--- src/rtl/mcsc_pkg.sv ---
// ----------------------------------------------------------------------------
// mcsc_pkg
// Shared sizes, codes and the command bundle of the stick cutting cost block.
// ----------------------------------------------------------------------------
package mcsc_pkg;

	// Capacity and position width
	localparam int MAX_CUTS = 64;
	localparam int POS_BITS = 16;

	// Points: left boundary, the cuts, right boundary
	localparam int NPTS  = MAX_CUTS + 2;
	localparam int IDX_W = $clog2(NPTS);
	localparam int CNT_W = $clog2(MAX_CUTS + 1);

	// Cost table, row-major NPTS x NPTS
	localparam int CELLS = NPTS * NPTS;
	localparam int CA_W  = $clog2(CELLS);

	// Field and arithmetic widths
	localparam int CFG_W   = 16;
	localparam int CUT_W   = 16;
	localparam int ENTRY_W = 23;
	localparam int OUT_W   = 22;
	localparam int SUM_W   = ENTRY_W + 1;
	localparam int TOT_W   = ((SUM_W > POS_BITS) ? SUM_W : POS_BITS) + 1;

	// Item kinds
	localparam logic KIND_LOAD   = 1'b0;
	localparam logic KIND_FINISH = 1'b1;

	// Point write data sources
	localparam logic [1:0] PT_SRC_CUT   = 2'd0;
	localparam logic [1:0] PT_SRC_ZERO  = 2'd1;
	localparam logic [1:0] PT_SRC_STICK = 2'd2;

	typedef logic [IDX_W-1:0] idx_t;

	// Controller to datapath commands
	typedef struct packed {
		logic       pt_we;
		logic [1:0] pt_wsel;
		idx_t       pt_waddr;
		logic       cost_we;
		logic       acc_en;
		logic       acc_first;
		logic       zero_a;
		logic       zero_b;
		idx_t       idx_i;
		idx_t       idx_k;
		idx_t       idx_j;
		logic       res_load;
		logic       res_empty;
		logic       res_ovf;
	} cmd_t;

endpackage

--- src/rtl/mcsc_ctrl.sv ---
// ----------------------------------------------------------------------------
// mcsc_ctrl
// Sequencer: takes cut loads, then walks interval length, start point and
// split point of the cost table and hands the result to the output slot.
// ----------------------------------------------------------------------------
module mcsc_ctrl
	import mcsc_pkg::*;
(
	input  logic clk,
	input  logic arst_n,
	input  logic in_valid,
	input  logic in_kind,
	output logic in_ready,
	input  logic out_ready,
	output logic out_valid,
	output cmd_t cmd
);

	localparam logic [2:0] S_LOAD  = 3'd0;
	localparam logic [2:0] S_P0    = 3'd1;
	localparam logic [2:0] S_PL    = 3'd2;
	localparam logic [2:0] S_IJ    = 3'd3;
	localparam logic [2:0] S_K     = 3'd4;
	localparam logic [2:0] S_DRAIN = 3'd5;
	localparam logic [2:0] S_WR    = 3'd6;
	localparam logic [2:0] S_FIN   = 3'd7;

	logic [2:0]       state_q;
	logic [CNT_W-1:0] cut_count_q;
	logic             ovf_q;
	idx_t             len_q;
	idx_t             i_q;
	idx_t             j_q;
	idx_t             k_q;
	logic             out_valid_q;

	idx_t last;
	logic accept;
	logic room;
	logic slot_free;

	assign last      = IDX_W'(cut_count_q) + IDX_W'(1);
	assign in_ready  = (state_q == S_LOAD);
	assign accept    = in_valid && in_ready;
	assign room      = (cut_count_q < CNT_W'(MAX_CUTS));
	assign slot_free = !out_valid_q || out_ready;
	assign out_valid = out_valid_q;

	// Command decode
	always_comb begin
		cmd           = '0;
		cmd.idx_i     = i_q;
		cmd.idx_k     = k_q;
		cmd.idx_j     = j_q;
		cmd.pt_wsel   = PT_SRC_CUT;
		cmd.pt_waddr  = IDX_W'(cut_count_q) + IDX_W'(1);
		cmd.res_empty = (last == IDX_W'(1));
		cmd.res_ovf   = ovf_q;
		case (state_q)
			S_LOAD: begin
				cmd.pt_we = accept && (in_kind == KIND_LOAD) && room;
			end
			S_P0: begin
				cmd.pt_we    = 1'b1;
				cmd.pt_wsel  = PT_SRC_ZERO;
				cmd.pt_waddr = '0;
			end
			S_PL: begin
				cmd.pt_we    = 1'b1;
				cmd.pt_wsel  = PT_SRC_STICK;
				cmd.pt_waddr = last;
			end
			S_K: begin
				cmd.acc_en    = 1'b1;
				cmd.acc_first = (k_q == i_q + IDX_W'(1));
				cmd.zero_a    = (k_q == i_q + IDX_W'(1));
				cmd.zero_b    = (k_q + IDX_W'(1) == j_q);
			end
			S_WR: begin
				cmd.cost_we = 1'b1;
			end
			S_FIN: begin
				cmd.res_load = slot_free;
			end
			default: begin
				cmd.pt_we = 1'b0;
			end
		endcase
	end

	// State and loop counters
	always_ff @(posedge clk or negedge arst_n) begin
		if (!arst_n) begin
			state_q     <= S_LOAD;
			cut_count_q <= '0;
			ovf_q       <= 1'b0;
			len_q       <= '0;
			i_q         <= '0;
			j_q         <= '0;
			k_q         <= '0;
		end else begin
			case (state_q)
				S_LOAD: begin
					if (accept) begin
						if (in_kind == KIND_FINISH) begin
							state_q <= S_P0;
						end else if (room) begin
							cut_count_q <= cut_count_q + CNT_W'(1);
						end else begin
							ovf_q <= 1'b1;
						end
					end
				end
				S_P0: begin
					state_q <= S_PL;
				end
				S_PL: begin
					if (last == IDX_W'(1)) begin
						state_q <= S_FIN;
					end else begin
						len_q   <= IDX_W'(2);
						i_q     <= '0;
						j_q     <= IDX_W'(2);
						state_q <= S_IJ;
					end
				end
				S_IJ: begin
					k_q     <= i_q + IDX_W'(1);
					state_q <= S_K;
				end
				S_K: begin
					if (k_q + IDX_W'(1) == j_q) begin
						state_q <= S_DRAIN;
					end else begin
						k_q <= k_q + IDX_W'(1);
					end
				end
				S_DRAIN: begin
					state_q <= S_WR;
				end
				S_WR: begin
					if (j_q != last) begin
						i_q     <= i_q + IDX_W'(1);
						j_q     <= j_q + IDX_W'(1);
						state_q <= S_IJ;
					end else if (len_q == last) begin
						state_q <= S_FIN;
					end else begin
						len_q   <= len_q + IDX_W'(1);
						i_q     <= '0;
						j_q     <= len_q + IDX_W'(1);
						state_q <= S_IJ;
					end
				end
				S_FIN: begin
					if (slot_free) begin
						cut_count_q <= '0;
						ovf_q       <= 1'b0;
						state_q     <= S_LOAD;
					end
				end
				default: begin
					state_q <= S_LOAD;
				end
			endcase
		end
	end

	// Output slot valid
	always_ff @(posedge clk or negedge arst_n) begin
		if (!arst_n) begin
			out_valid_q <= 1'b0;
		end else if (cmd.res_load) begin
			out_valid_q <= 1'b1;
		end else if (out_ready) begin
			out_valid_q <= 1'b0;
		end
	end

endmodule

--- config.mk ---
export PLATFORM = sky130hd
export DESIGN_NAME = mcsc_ctrl
export DESIGN_NICKNAME = d
export VERILOG_FILES = /design/src/rtl/mcsc_pkg.sv /design/src/rtl/mcsc_ctrl.sv
export SDC_FILE = /design/constraint.sdc
export NUM_CORES = 1
export LEC_CHECK = 0
export ABC_AREA = 1
export ABC_CLOCK_PERIOD_IN_PS = 2300
export BUFFER_PORTS_ARGS = -buffer_cell sky130_fd_sc_hd__buf_4
export CAP_MARGIN = 20
export CORE_ASPECT_RATIO = 1.25
export CORE_UTILIZATION = 45
export CTS_CLUSTER_DIAMETER = 40
export DETAILED_ROUTE_END_ITERATION = 6
export PLACE_DENSITY = 0.65
export SLEW_MARGIN = 20
export SYNTH_ARGS = -nofsm -noshare
export SYNTH_HDL_FRONTEND = slang
export SYNTH_SLANG_ARGS = --single-unit
--- constraint.sdc ---
create_clock -name clk -period 2.3 [get_ports clk]
set_input_delay 0.23 -clock clk [delete_from_list [all_inputs] [get_ports clk]]
set_output_delay 0.23 -clock clk [all_outputs]
set_load 0.02 [all_outputs]
==> results.txt, run 1 <==
Status: finished clean
Htree depth: 2
Yosys cell types: 34
Crit path from: i_q[1]
R2r endpoint: len_q[1]
Via density per instance: 5.23
Slew margin rel.: 65.1%
Worst Path Max Fanout: 4
Synth-to-Final Area Change: 21.4%
Setup crit end kind: output port
Gp weighted congestion: 0.953
Number of synthesized flops with an enable pin: 0
First-pass GRT wire length: 15200 um
All-layer global routing usage: 25.5%
Final net count: 576
Clock transition at the registers of the reported paths: 80 ps
Total congestion overflow: 0
Max-cap violations: 0
Flops & latches, synth: 40
Crit path DAT: 1950 ps
Clk_lat worst skew: 290 ps
R2r setup slk: 130 ps
First DRT Iteration DRCs: 195
Die area: 0.00768 mm^2
Util after Layout: 57.1%
CTS Root Cell: clkbuf_8
Final hold slack: 118 ps
Largest net degree at the start of global routing: 41
Port-buffer cells: 45
CP Data Required Time: 2070 ps
Max Buffers Root-to-Sink: 2
VDD IR-drop max: 679 uV
Main flop type after synthesis: dfrtp_1
Initial Util: 47.0%
Synthesized area per cell: 6.54 um^2
Drt wl/cell: 14.3 um
Hold endpoint: out_valid
Hold Path Class: input pin to flop
Final min period: 2180 ps
RSZ-0062 raised after global routing: yes
CTS Buf Count: 5
Clk sinks: 40
CTS tree: done
Core Rows: 34
First drt pass iteration count: 5
Detail Route Antenna Nets: 0
Clock Skews: 9.85 ps
Warnings, synthesis: 0
Syn Nets: 516
Ys async rst share: 100%
Die X: 78.6 um
Startpoint types: flop
Core ar.: 0.00702 mm^2
Cells after Synth: 505
R2R cell count: 15
Layout cell share with drive strength beyond 1: 24.2%
Initial antenna violation count: 0
Synthesized area: 0.00330 mm^2
Pleak: 2.04 nW
Fmax: 459 MHz
Vias in the first global route: 3296
ANT cells: 0
Vias post-DR: 3430
Final Cycle Share: 94.8%
Hold depth: 2
Hold Vio Cnt, Final: 0
Crit path kind: flop to output port
Setup violations, final: 0
Seq/Total Area, Yosys: 30.3%
Worst-Margin Slew: 523 ps
I/O pin cnt: 46
Critical R2R Launch: cut_count_q[1]
Pwr dens: 1380 mW/mm^2
Worst Hold Launch: out_ready
DP HPWL: 7190 um
Power after layout: 5.55 mW
Chip height: 97.8 um
Post-route DRC: 0
Max-slew violations: 0
DRT Wirelength: 9370 um
## report_power, final
group / internal [mW] / switching (mW)
Clock: 0.321 / 0.261
Combinational: 1.35 / 2.42
Sequential: 0.914 / 0.275
## layout make-up
type | count | area [um^2]
multi-input cells | 389 | 2050
clock inverters | 3 | 42.5
well taps | 90 | 113
inverters | 65 | 244
repair buffers | 64 | 483
fillers | 725 | 3010
clock buffers | 5 | 68.8
flip-flops and latches | 40 | 1000
## synth_stat cells (9+ instances only)
cell / instances / area (um^2)
o21ai_0: 21 / 105
xor2_1: 10 / 87.6
nand2_4: 9 / 101
nand2_2: 15 / 93.8
nor2_1: 52 / 195
nand2_1: 162 / 608
dfrtp_1: 40 / 1000
inv_1: 58 / 218
nand3_1: 60 / 300
## state kept, by name (all words and copies together) (netlist names)
signal       cells
cut_count_q      7
out_valid        1
k_q              7
state_q          3
j_q              7
i_q              7
len_q            7
ovf_q            1
## layer usage
| metal | vias up | part of all wire [%] | track usage [%] |
|---|---|---|---|
| met4 | 0 | 3.5 | 12.0 |
| met3 | 25 | 4.2 | 2.99 |
| met2 | 103 | 52 | 46.2 |
| li1 | 1716 | - | - |
| met5 | - | 0 | 0 |
| met1 | 1586 | 40 | 29.3 |
## worst max-delay path by stage
| stage | end | slack (ps) | cells after the start |
|---|---|---|---|
| 2_1_floorplan | cmd[26] | 50 | 8 |
| 5_1_grt | cmd[25] | -40 | 8 |
| 3_3_place_gp | len_q[3] | 120 | 15 |
| 6_report | cmd[25] | 120 | 7 |
| 4_1_cts | len_q[1] | 20 | 15 |
| 3_5_place_dp | len_q[1] | 40 | 15 |
## cell usage in the layout (no fill, tap or decap)
cell type	netlist	layout
a21oi_1	4	4
a31oi_1	2	2
and2_1	1	1
buf_4	4	63
bufinv_16	0	1
clkbuf_8	0	5
clkinv_2	0	1
clkinvlp_4	0	1
dfrtp_1	40	39
dfrtp_2	0	1
dlygate4sd3_1	0	1
ha_1	6	5
ha_2	0	1
inv_1	58	58
inv_2	7	7
nand2_1	162	159
nand2_2	15	17
nand2_4	9	10
nand3_1	60	60
nand3_2	2	2
nand3_4	1	2
nand3b_1	1	1
nand4_1	7	7
nor2_1	52	47
nor2_2	4	8
nor2_4	3	4
nor2_8	1	1
nor3_1	4	3
nor3_2	0	1
nor4_2	0	1
o211ai_1	2	2
o21ai_0	21	21
o21ai_2	7	8
o21ai_4	1	1
o21bai_1	1	1
o22ai_1	7	7
o31ai_1	1	1
xnor2_1	2	2
xor2_1	10	8
xor2_2	0	2
## worst max-delay path, cell delays in order (launching register included)
cell	delay, ps
dfrtp_1	410
ha_2	240
nand4_1	140
nor2_2	160
xor2_2	200
o21ai_0	130
nor3_2	220
buf_4	170
## metrics by stage
stage	area [um^2]	TNS, ps	worst slack, ps	cells
finish	4010	0	119	656
global route	4010	-111	-44.9	656
CTS	3920	0	21.8	654
detailed placement	3800	0	41.0	645
global placement	3800	0	125	645
floorplan	3310	0	52.7	505
## cells by family after synthesis
family	after synthesis	share of synthesized area, %
adders and majority gates	6	2.27
and+or+nand+nor	323	45.4
xor gates and xnor gates	12	3.18
DFF	40	30.3
AOI/OAI and AO/OA	47	8.91
buffers and inverters	77	9.89
## what timing repair did
item / CTS / global route
gates resized for setup: 0 / 17
setup buffers: 0 / 1
endpoints found under the setup margin: 0 / 32
hold endpoints to repair: 40 / 0
hold buffers: 1 / 0
Note: power is estimated with default switching activity, not from simulation.
==> inputs of run 2 (changes only) <==
--- a/constraint.sdc
+++ b/constraint.sdc
@@ -3,2 +3,2 @@
 set_output_delay 0.23 -clock clk [all_outputs]
-set_load 0.02 [all_outputs]
+set_load 0.01 [all_outputs]
==> results.txt, run 2 (same netlist as run 1, synthesis figures left out) <==
Clock Skews: 5.15 ps
R2r setup slk: 150 ps
Initial antenna violation count: 0
All-layer global routing usage: 25.8%
Pleak: 2.07 nW
Commonest non-fill, non-tap cell in the layout: nand2_1
Worst path max stage delay: 400 ps
CP delay by family, top: simple AND/OR/NAND/NOR gates
Final net count: 582
First drt pass iteration count: 5
CP max stage cell: dfrtp_1
Chip height: 97.8 um
Vias post-DR: 3446
Htree depth: 2
Worst-Margin Slew: 535 ps
CTS Buf Count: 5
Layout cell share with drive strength beyond 1: 26.9%
Fill cell count: 683
Power after layout: 5.50 mW
Flop pwr share: 22.2%
Post-route DRC: 0
Total congestion overflow: 0
Crit path kind: flop to output port
Gp weighted congestion: 0.922
Hold Path Class: input pin to flop
First-pass GRT wire length: 15600 um
Final min period: 2180 ps
Synth-to-Final Area Change: 24.5%
Core ar.: 0.00702 mm^2
CTS tree: done
Worst Path Max Fanout: 5
Final Cycle Share: 94.8%
Status: finished clean
First DRT Iteration DRCs: 160
Pwr dens: 1340 mW/mm^2
Port-buffer cells: 45
VDD IR-drop max: 605 uV
Comb pwr share: 67.3%
Detail Route Antenna Nets: 0
Crit-path cells: buf_4 > ha_1 > nand2_4 > nor2_4 > nand2_1 > nand2_2 > nand2_4 > nor2_1 > nand2_1 > inv_1 > buf_4
Setup violations, final: 0
Sw power: 2.82 mW
Core Rows: 34
Max-cap violations: 0
DRT Wirelength: 9490 um
Pint: 2.68 mW
Placement Cell Area: 0.00380 mm^2
Most frequent cells in the layout: nand2_1 (157), buf_4 (67), nand3_1 (60)
Startpoint types: flop
CP Data Required Time: 2070 ps
Die area: 0.00768 mm^2
I/O pin cnt: 46
Die X: 78.6 um
Clk sinks: 40
Setup crit end kind: output port
Largest net degree at the start of global routing: 41
Initial Util: 47.0%
CTS Root Cell: clkbuf_8
Design Area, Final: 0.00411 mm^2
Max-slew violations: 0
Clock share of power: 10.6%
ANT cells: 0
Switching power share of the total: 51.3%
Hold Vio Cnt, Final: 0
Worst path bufs/invs: 3
Clock transition at the registers of the reported paths: 80 ps
Drt wl/cell: 14.3 um
Fmax: 458 MHz
Crit path DAT: 1950 ps
Clk_lat worst skew: 290 ps
Vias in the first global route: 3318
Via density per instance: 5.21
DP HPWL: 7250 um
Max Buffers Root-to-Sink: 2
Slew margin rel.: 64.3%
Util after Layout: 58.5%
==> run 2: routing by layer <==
metal	global-route usage [%]	share of wire [%]	vias to the layer above
met3	3.18	2.5	24
met2	46.4	51	77
met5	0	0	-
met4	8.69	3.4	0
met1	31.1	43	1603
li1	-	-	1742
==> run 2: repair_timing <==
action                     in CTS  in global routing
resized for setup               0                 35
hold endpoints to repair       40                  0
buffers inserted                0                  7
hold buffers                    1                  0
setup endpoints to repair       0                 33
==> run 2: power by group through the flow <==
stage               combinational, mW  sequential [mW]  clock (mW)
global route                     4.14             1.25       0.620
global placement                 3.36             1.20           0
floorplan                        2.31             1.17           0
detailed placement               3.38             1.20           0
CTS                              3.40             1.19       0.591
finish                           3.70             1.22       0.582
==> run 2: area by class of cell <==
type	count	area (um^2)	share of cell area (%)
clock inverter	3	42.5	1.04
inverter	65	244	5.94
sequential	40	1000	24.5
tap	90	113	2.74
multi-input combinational	389	2100	51.1
clock buffer	5	68.8	1.67
timing repair buffer	70	536	13.0
==> run 2: worst paths after layout <==
check	startpoint	to	cells past startpoint
worst max-delay path	cut_count_q[1]	cmd[1]	11
worst min-delay path	out_ready	out_valid	2
worst max register to register	cut_count_q[1]	j_q[1]	16
worst min register to register	ovf_q	ovf_q	2
max in group asynchronous	arst_n	i_q[1]	2
min in group asynchronous	arst_n	ovf_q	2
==> run 2: through the flow <==
step / setup TNS [ps] / cells / hold WS (ps) / worst slack (ps)
finish: 0 / 662 / 126 / 119
global route: -122 / 662 / 136 / -30.9
CTS: 0 / 654 / 124 / 10.1
detailed placement: 0 / 645 / 248 / 67.5
global placement: 0 / 645 / 246 / 112
floorplan: 0 / 505 / -65.6 / 184
